[src/rtl/core/nrc_ram.sv]
// Generic simple dual-port RAM: one write port, one read port with registered data.
// No dependencies.
module nrc_ram #(
  parameter int WIDTH = 32,
  parameter int DEPTH = 64
) (
  input  logic                                    clk,
  input  logic                                    wr_en,
  input  logic [((DEPTH > 1) ? $clog2(DEPTH) : 1)-1:0] wr_addr,
  input  logic [WIDTH-1:0]                        wr_data,
  input  logic [((DEPTH > 1) ? $clog2(DEPTH) : 1)-1:0] rd_addr,
  output logic [WIDTH-1:0]                        rd_data
);

  logic [WIDTH-1:0] mem [DEPTH];

  // Write and registered read
  always_ff @(posedge clk) begin
    if (wr_en) begin
      mem[wr_addr] <= wr_data;
    end
    rd_data <= mem[rd_addr];
  end

endmodule

[config.mk]
export PLATFORM = sky130hd
export DESIGN_NAME = nrc_ram
export DESIGN_NICKNAME = d
export VERILOG_FILES = /design/src/rtl/core/nrc_ram.sv
export SDC_FILE = /design/constraint.sdc
export NUM_CORES = 2
export LEC_CHECK = 0
export BUFFER_PORTS_ARGS = -buffer_cell sky130_fd_sc_hd__buf_2
export CAP_MARGIN = 20
export CORE_MARGIN = 3
export CORE_UTILIZATION = 30
export DETAILED_ROUTE_END_ITERATION = 6
export HOLD_SLACK_MARGIN = 0.1
export SETUP_SLACK_MARGIN = 0.2
export SLEW_MARGIN = 30
export SYNTH_ARGS = -nofsm -noshare
export SYNTH_HDL_FRONTEND = slang
export SYNTH_SLANG_ARGS = --single-unit
[constraint.sdc]
create_clock -name clk -period 5.9 [get_ports clk]
set_clock_uncertainty 0.05 [all_clocks]
set_input_delay 0.295 -clock clk [delete_from_list [all_inputs] [get_ports clk]]
set_output_delay 0.295 -clock clk [all_outputs]
set_load 0.1 [all_outputs]
==> key figures <==
CTS
  • H-Tree Depth: 4
  • Clock-pin slew on the worst setup and hold paths: 0.07 ns
  • Post-CTS setup buffer count: 0
  • Clk sinks: 2080
  • Root buf cell: clkbuf_16
  • Clk Latency, worst-skew pair: 0.85 ns
  • Hold buffer count at cts: 34
  • CTS resizes: 0
  • Num CTS Buffers: 199
  • CTS tree: done
  • Max Root-Sink Buffers: 3

Logic synthesis
  • Async SR Flop Fraction: 0%
  • Synth area leaders: edfxtp_1 78%, mux4_2 16%, mux2i_1 1.2%
  • Ys Warns: 0
  • Post-synth top area cell: edfxtp_1
  • Top-count cell post-synth: edfxtp_1
  • Synth Flop Type: edfxtp_1
  • Mapped cell area: 78500 um^2
  • Synthesized Nets: 3370
  • Post-synth EDFFs: 2048
  • Mapped Cells: 3324
  • Synth top cells by count: 2048 x edfxtp_1, 544 x mux4_2, 137 x nor2_1
  • Synth Area per Inst: 23.6 um^2
  • Synth cell types: 34
  • Register area share after synthesis: 79.1%
  • Share of the synthesized area in the top cell type: 78.3%
  • Synth Register Bits: 2080

Setup path
  • Buf+Inv Stages, Crit Path: 2
  • Req. time, crit path: 6.51 ns
  • Critical path's slowest cell: a21oi_1
  • Critical path class: in -> reg
  • CP endpoint kind: flop
  • Crit. Startpoint: rd_addr[0]
  • Worst-path fanout max: 61
  • Worst-path cell chain: buf_8 > buf_12 > mux4_2 > mux2i_1 > a21oi_1 > a21oi_1 > nor2_1
  • Delay-heaviest family, CP: multiplexers
  • Critical Path AT: 3.71 ns
  • Most common cell on crit path: a21oi_1
  • RR Startpoint: mem[46][1]$_DFFE_PP_
  • Worst path max stage delay: 0.68 ns
  • Startpoint Class: input port

Layout
  • Area growth syn-to-layout: 16.4%
  • # nets final: 3660
  • Filler Cell Count: 23650
  • Share of layout cells above drive strength 1: 30.2%

Job
  • Maxcap violations: 0

STA
  • Final worst slack: 2.80 ns
  • Final setup violating endpoints: 0
  • Final hold vios: 0
  • Max-slew violation count: 0
  • Slew at the pin closest to its max-slew limit: 0.949 ns
  • Final Critical Period: 3.10 ns
  • Post-route setup TNS: 0 ns
  • Slew headroom: 36.6%
  • FMAX: 322 MHz
  • Final period util: 52.6%
  • RSZ-0062 raised after global routing: false

GRT
  • Largest net degree at the start of global routing: 76
  • First-pass GRT wire length: 295 mm
  • All-layer global routing usage: 15.4%
  • Antenna violations before repair: 19
  • Vias in the first global route: 37316
  • Total grt overflow: 0

Die
  • Die X: 518 um
  • # rows: 187
  • Die Ht: 518 um
  • Die area: 268000 um^2
  • IO Pins: 78
  • Starting Density: 30.2%
  • CORE AREA: 260000 um^2

Drt
  • Detailed Route WL: 209 mm
  • Vias: 37009
  • Detailed Route Iter0 Violations: 4565
  • Pre-antenna DRT Iters: 5
  • DR vias/cell: 5.08
  • Wire length per cell: 28.7 um
  • Number of remaining DRC errors: 0
  • ANT nets after route: 0

Place
  • Setup slack at placement: 1.60 ns
  • Post-DP HPWL: 119 mm
  • IO Port Bufs: 77
  • Gp weighted congestion: 0.776

Status
  • Outcome: finished, final reports clean

Pwr
  • P per Cell Area: 339 nW/um^2
  • VDD IR-drop max: 0.288 mV
  • Final Total Pwr: 31.0 mW
  • Pleak: 27.9 nW

Hold path
  • Worst Hold Class: in -> reg
  • Hold path startpoint: wr_data[13]
cells in the final DEF (no fill, tap or decap), drive strengths merged:
cell         count
mux4           544
or2              3
nand3            5
nand3b           5
nor2b           15
inv              6
or3              3
dfxtp           32
o32ai            4
dlygate4sd3     34
a31oi            1
nand4b           1
clkbuf         255
a21oi           62
and2             2
o221ai          27
nand2b           8
nand4            2
clkinvlp        14
nor2           137
diode           14
a22oi           12
mux2i           93
edfxtp        2048
a41o             4
nor3             7
buf            237
nand2           26
or3b             5
clkinv          78
o22ai           84
bufinv          16
a311oi           8
and3             4
worst register-to-register path, cell delays in order, from the launching register on:
cell	delay, ns
edfxtp_1	0.37
mux4_2	0.47
mux2i_1	0.46
a21oi_1	0.25
a21oi_1	0.68
nor2_1	0.28
power breakdown:
group	internal (mW)	switching [mW]
Clock	7.12	5.61
Sequential	16.4	0.0828
Combinational	0.570	1.22
flip-flops by register name, summed over array words and instances (netlist names):
name,flops
mem,2048
rd_data,32
area by class of cell:
class	count	area, um^2	share of cell area [%]
Multi-Input combinational cell	1062	16000	17.5
Sequential cell	2080	62100	68.0
Clock buffer	255	5310	5.81
Antenna cell	14	35.0	0.0383
Tap cell	3496	4370	4.79
Clock inverter	114	1220	1.34
Timing Repair Buffer	271	2340	2.56
worst paths after layout:
kind              slack, ns                   end  cells after the start
hold reg to reg        0.68    rd_data[8]$_DFF_P_                      4
hold / removal         0.15  mem[6][13]$_DFFE_PP_                      2
setup reg to reg       3.14    rd_data[1]$_DFF_P_                      5
setup / recovery       2.80    rd_data[1]$_DFF_P_                      7
cell families (layout without fill, tap and decap cells):
family	count (synthesis)	count (layout)	share of synthesized area [%]
mux	637	637	16.8
other cells	0	14	0
buf+inv	182	640	1.13
flops	2080	2080	79.1
compound gates	202	202	1.67
simple gates	223	223	1.27
metal layers:
metal / GRT usage (%) / part of all wire (%)
met1: 21.2 / 41
met2: 25.2 / 49
met3: 2.79 / 7.5
met4: 3.92 / 2.3
met5: 0 / 0.013
through the flow:
step	hold slack [ns]	std cells	cell area, um^2	util, %
floorplan	0.344	3324	78500	-
global placement	0.637	6865	84200	32.4
detailed placement	0.661	6875	84500	32.5
CTS	0.102	7278	91400	35.1
global route	0.144	7281	91400	35.2
finish	0.152	7292	91400	35.2
Note: power is estimated with default switching activity, not from simulation.
