$ cat src/rtl/core/nrc_pkg.sv
// Shared types, constants and helpers for the nearest reference classifier.
// Used by nrc_lane, nrc_merge and the top module in rtl/core; depends on nothing else.
package nrc_pkg;

  // Defaults for the top-level parameters
  localparam int MAX_ENTRIES_DEF = 64;
  localparam int HU_COUNT_DEF    = 7;
  localparam int FRAC_BITS_DEF   = 24;

  // Fixed field widths
  localparam int DATA_W       = 32;
  localparam int LABEL_W      = 8;
  localparam int INDEX_W      = 6;
  localparam int DIST_W       = 48;
  localparam int MAX_FEATURES = 9;

  localparam logic [DATA_W-1:0] SIGN_BIAS = 32'h8000_0000;
  localparam logic [DIST_W-1:0] DIST_MAX  = {DIST_W{1'b1}};

  // Request action codes
  localparam logic [1:0] ACT_LOAD     = 2'd0;
  localparam logic [1:0] ACT_FINALIZE = 2'd1;
  localparam logic [1:0] ACT_CLASSIFY = 2'd2;

  typedef struct packed {
    logic [1:0]               action;
    logic [LABEL_W-1:0]       label_id;
    logic signed [DATA_W-1:0] aspect_ratio;
    logic signed [DATA_W-1:0] percent_filled;
    logic signed [DATA_W-1:0] hu_0;
    logic signed [DATA_W-1:0] hu_1;
    logic signed [DATA_W-1:0] hu_2;
    logic signed [DATA_W-1:0] hu_3;
    logic signed [DATA_W-1:0] hu_4;
    logic signed [DATA_W-1:0] hu_5;
    logic signed [DATA_W-1:0] hu_6;
  } req_t;

  typedef struct packed {
    logic               found;
    logic [LABEL_W-1:0] best_label;
    logic [INDEX_W-1:0] best_index;
    logic [DIST_W-1:0]  best_distance;
  } res_t;

  typedef logic [MAX_FEATURES-1:0][DATA_W-1:0] feat_vec_t;

  // Commands from the controller to every lane
  typedef struct packed {
    logic load;
    logic finalize;
    logic classify;
    logic metric;
  } lane_ctl_t;

  // Commands from the controller to the merge stage
  typedef struct packed {
    logic clear;
    logic start;
  } merge_ctl_t;

  // Gather the feature fields of a request in lane order
  function automatic feat_vec_t feat_of(req_t r);
    feat_vec_t v;
    v[0] = r.aspect_ratio;
    v[1] = r.percent_filled;
    v[2] = r.hu_0;
    v[3] = r.hu_1;
    v[4] = r.hu_2;
    v[5] = r.hu_3;
    v[6] = r.hu_4;
    v[7] = r.hu_5;
    v[8] = r.hu_6;
    return v;
  endfunction

endpackage

$ cat src/rtl/core/nrc_merge.sv
// Merge stage: saturating sum of the lane terms and running nearest-entry search.
// Depends on nrc_pkg.
module nrc_merge #(
  parameter int MAX_ENTRIES = nrc_pkg::MAX_ENTRIES_DEF,
  parameter int FEATURES    = 2 + nrc_pkg::HU_COUNT_DEF
) (
  input  logic                                              clk,
  input  logic                                              rst,
  input  nrc_pkg::merge_ctl_t                               ctl,
  input  logic [((MAX_ENTRIES > 1) ? $clog2(MAX_ENTRIES) : 1)-1:0] entry,
  input  logic [nrc_pkg::DIST_W-1:0]                        terms [FEATURES],
  output logic                                              done,
  output logic                                              found,
  output logic [((MAX_ENTRIES > 1) ? $clog2(MAX_ENTRIES) : 1)-1:0] best_index,
  output logic [nrc_pkg::DIST_W-1:0]                        best_distance
);

  localparam int AW = (MAX_ENTRIES > 1) ? $clog2(MAX_ENTRIES) : 1;
  localparam int FW = $clog2(FEATURES);
  localparam int DSW = nrc_pkg::DIST_W;

  logic            busy;
  logic            cmp;
  logic [FW-1:0]   fcnt;
  logic [DSW-1:0]  acc;
  logic [AW-1:0]   cur;
  logic [DSW:0]    sum;

  assign sum = {1'b0, acc} + {1'b0, terms[fcnt]};

  // Accumulate one lane per cycle, then compare with the best so far
  always_ff @(posedge clk) begin
    if (rst) begin
      busy  <= 1'b0;
      cmp   <= 1'b0;
      done  <= 1'b0;
      found <= 1'b0;
    end else begin
      done <= 1'b0;
      if (ctl.clear) begin
        found <= 1'b0;
      end
      if (ctl.start) begin
        busy <= 1'b1;
      end else if (busy && (fcnt == FW'(FEATURES - 1))) begin
        busy <= 1'b0;
        cmp  <= 1'b1;
      end else if (cmp) begin
        cmp  <= 1'b0;
        done <= 1'b1;
        if (!found || (acc < best_distance)) begin
          found <= 1'b1;
        end
      end
    end
  end

  always_ff @(posedge clk) begin
    if (ctl.clear) begin
      best_distance <= '0;
      best_index    <= '0;
    end
    if (ctl.start) begin
      fcnt <= '0;
      acc  <= '0;
      cur  <= entry;
    end else if (busy) begin
      fcnt <= fcnt + 1'b1;
      acc  <= sum[DSW] ? nrc_pkg::DIST_MAX : sum[DSW-1:0];
    end else if (cmp && (!found || (acc < best_distance))) begin
      best_distance <= acc;
      best_index    <= cur;
    end
  end

endmodule

$ cat config.mk
export PLATFORM = sky130hd
export DESIGN_NAME = nrc_merge
export DESIGN_NICKNAME = d
export VERILOG_FILES = /design/src/rtl/core/nrc_pkg.sv /design/src/rtl/core/nrc_merge.sv
export SDC_FILE = /design/constraint.sdc
export NUM_CORES = 1
export LEC_CHECK = 0
export BUFFER_PORTS_ARGS = -buffer_cell sky130_fd_sc_hd__clkbuf_2
export CORE_AREA = 2 2 191 193
export CTS_CLUSTER_DIAMETER = 30
export CTS_CLUSTER_SIZE = 24
export DETAILED_ROUTE_END_ITERATION = 10
export DIE_AREA = 0 0 193 195
export HOLD_SLACK_MARGIN = 0.05
export SETUP_SLACK_MARGIN = 0.15
export SYNTH_ARGS = -nofsm -noshare
export SYNTH_HDL_FRONTEND = slang
export SYNTH_SLANG_ARGS = --single-unit
$ cat constraint.sdc
create_clock -name clk -period 5.5 [get_ports clk]
set_clock_uncertainty 0.15 [all_clocks]
set_input_delay 0.275 -clock clk [delete_from_list [all_inputs] [get_ports clk]]
set_output_delay 0.275 -clock clk [all_outputs]
set_load 0.01 [all_outputs]
==> run metrics <==
area of the die=between 30000 and 40000 µm²; mux share of post-synthesis cell area=between 20% and 30%; largest family of logic cells by synthesized area=compound AO/OA/AOI/OAI gates; final setup vio count=0; normalized max-slew margin=a little over a third; critical-path cell list=nor2b_1 > and3_2 > buf_4 > buf_4 > nand2_1 > o21ai_0 > ha_1 > a21o_1 > a21o_1 > a21oi_1 > and2_1 > a21bo_2 > a211oi_1 > o31ai_1 > a31oi_1 > xor2_1 > a211oi_2; RSZ-0062 raised after global routing=no; Max Slew Vio Count=0; ys async rst share=0%; Adder-Cell Fraction of Synth Area=10.8%; drt pass-1 iters=5; Num CTS Buffers=17; worst vdd ir=between 0.2 and 0.25 mV; Clock Pin Slew Worst Setup and Hold Paths=approximately 0.06 ns; Hold Vio Cnt, Final=0; Clock Power Share=between 20% and 30%; Yosys warning count=0; Cell Int Power=between 0.002 and 0.0025 W; net count reported at finish=around 2200; grt ovf=0; post-synthesis compound-gate area fraction=about a quarter; largest net degree at the start of global routing=60; Pwr Total=roughly 0.0041 W; combinational power share=a little under half; CP Class=flip-flop to flip-flop; Net Sw Frac=between 30% and 40%; Tcrit/Tclk final=91.2%; All-Layer GR Usage=23.6%; max frequency=approximately 200 MHz; TNS Setup=0 ns; CP Data Required Time=about 5.6 ns; vias in the first global route=11500; Die Wd=193 µm; Routed WL per cell=21.0 µm; Worst setup EP type=flip-flop; Site Rows=69; synthesized area=approximately 11000 µm²; Clk Latency, worst-skew pair=approximately 0.42 ns; number of DRC markers in iteration 0=approximately 630; area delta synth->final=31.6%; Via density=around 5.4; post-route ant nets=0; core area=between 30000 and 40000 µm²; top_reg_cell synth=dfxtp_1; status=complete, no violations; number of synthesized register bits=116; Post-route DRC=0; layout cells sized above 1=~42%; Post-CTS Setup Bufs=0; IO Port Bufs=slightly below 500; WL final=between 40000 and 50000 µm; Num Clock Sinks=~120; Final GP Congestion=slightly below 1; Critical-path top delay cell=and3_2; mean post-synth cell area=~9.4 µm²; fillers=approximately 3600; minimum clock period=~5 ns; Initial Util=between 30% and 40%; Worst Hold Class=input pin to flip-flop; initial antenna violation count=2; # hold bufs at CTS=7; HPWL after DPL=between 30000 and 40000 µm; Post-Synth Simple-Gate Area=roughly an eighth; Die Y=between 150 and 200 µm; max cap viols=0; Max Fanout on Critical Path=24; xor and xnor area share after synthesis=under 10%; routed vias=roughly 12000; worst-margin pin slew=0.957 ns; LEAKAGE=between 6 and 7 nW; Startpoint Class=flip-flop; Synth cell types=66; power per cell area=~270 nW/µm²; CTS tree=done; # IOs=498; sequential-to-total area share from yosys stat=about a fifth; CTS max path bufs=2; first-pass GRT wire length=approximately 68000 µm; syn nets=approximately 1800; CTS-repair resized insts=0; fin util=between 40% and 50%; EDFF count, synth=6; Worst Path Arrival=between 5 and 6 ns; most frequent cells in the layout=clkbuf_2 (496), nand2_1 (105), dfxtp_1 (105); Reg power frac=about 25%; post-synthesis cell count=1216; most common library cell in the layout ignoring fill and taps=clkbuf_2; H-tree depth=4; switching power=roughly 0.0016 W; CP max stage delay=roughly 0.54 ns; root buffer cell=clkbuf_16
==> area by class of cell <==
class                           count  area (µm²)  area share (%)
Sequential cell                   116        2400            15.9
Antenna cell                        2        5.00          0.0332
Timing Repair Buffer              526        2750            18.2
Clock inverter                     15         173            1.15
Multi-Input combinational cell    953        8510            56.5
Clock buffer                       17         425            2.83
Inverter                           60         225            1.50
Tap cell                          461         577            3.83
==> synth_stat cells (6+ instances only) <==
library cell | n | area [µm²]
xor2_1 | 25 | 219
clkbuf_1 | 66 | 248
inv_1 | 60 | 225
nand3_1 | 12 | 60.1
xnor2_1 | 22 | 193
a21oi_1 | 64 | 320
nor2_1 | 74 | 278
mux2i_1 | 49 | 490
a221o_1 | 49 | 490
nand2b_1 | 11 | 68.8
o21ai_0 | 81 | 405
a211oi_2 | 40 | 500
nand2_1 | 105 | 394
a211oi_1 | 7 | 52.6
nand4_1 | 13 | 81.3
a31oi_1 | 7 | 43.8
and3_1 | 54 | 338
a21o_1 | 57 | 428
edfxtp_1 | 6 | 180
dfxtp_1 | 110 | 2200
nor2b_1 | 8 | 50.1
buf_1 | 15 | 56.3
o31ai_1 | 7 | 52.6
ha_1 | 97 | 1210
mux4_2 | 96 | 2160
and2_1 | 9 | 56.3
==> state kept, by name, indices dropped and copies added, names as in the netlist <==
name	count
cur	6
acc	48
done	1
best_distance	48
cmp	1
busy	1
fcnt	4
best_index	6
found	1
==> metal layers <==
metal	GRT usage, %	up-vias	share of wire, %
li1	-	5598	-
met1	32.2	5599	44
met2	38.3	451	47
met3	3.85	57	5.8
met4	7.07	0	2.5
met5	0	-	0
==> power by group through the flow <==
stage / combinational (W) / sequential [W] / clock [W]
3_3_place_gp: 0.00188 / 0.00104 / 0
3_5_place_dp: 0.00189 / 0.00104 / 0
4_1_cts: 0.00191 / 0.00103 / 0.00116
5_1_grt: 0.00211 / 0.00104 / 0.00120
6_report: 0.00191 / 0.00103 / 0.00115
2_1_floorplan: 0.00139 / 0.000988 / 0
==> path summary, 6_finish.rpt <==
check | depth (start not counted) | end | slack (ns) | from
setup / recovery | 17 | acc[41] | 0.48 | fcnt[2]
hold / removal | 3 | acc[1] | 0.07 | ctl[0]
setup reg to reg | 17 | acc[41] | 0.48 | fcnt[2]
hold reg to reg | 2 | best_index[4] | 0.30 | cur[4]
==> per-stage QoR <==
stage / setup slack, ns / area, µm² / instances / hold slack (ns)
detailed placement: 0.524 / 14400 / 2109 / 0.283
global placement: 0.597 / 14400 / 2109 / 0.272
global route: 0.184 / 15100 / 2150 / 0.0808
finish: 0.483 / 15100 / 2150 / 0.0707
floorplan: 0.836 / 11400 / 1216 / 0.197
CTS: 0.485 / 15100 / 2148 / 0.0627
==> logic make-up (layout without fill, tap and decap cells) <==
family,Yosys count,after routing
mux,145,145
fa+ha+maj,98,98
other cells,0,2
buf+inv,147,618
xor+xnor,47,47
simple gates,304,304
compound gates,359,359
flops,116,116
==> worst max-delay path: cells and delay by family (launching register included) <==
kind | cells | cell delay (ns)
DFF | 1 | 0.45
AOI/OAI and AO/OA | 9 | 1.95
adders and majority gates | 1 | 0.38
xor gates and xnor gates | 1 | 0.20
and+or+nand+nor | 4 | 1.01
buffers and inverters | 2 | 0.69
(Power assumes the default switching activity.)
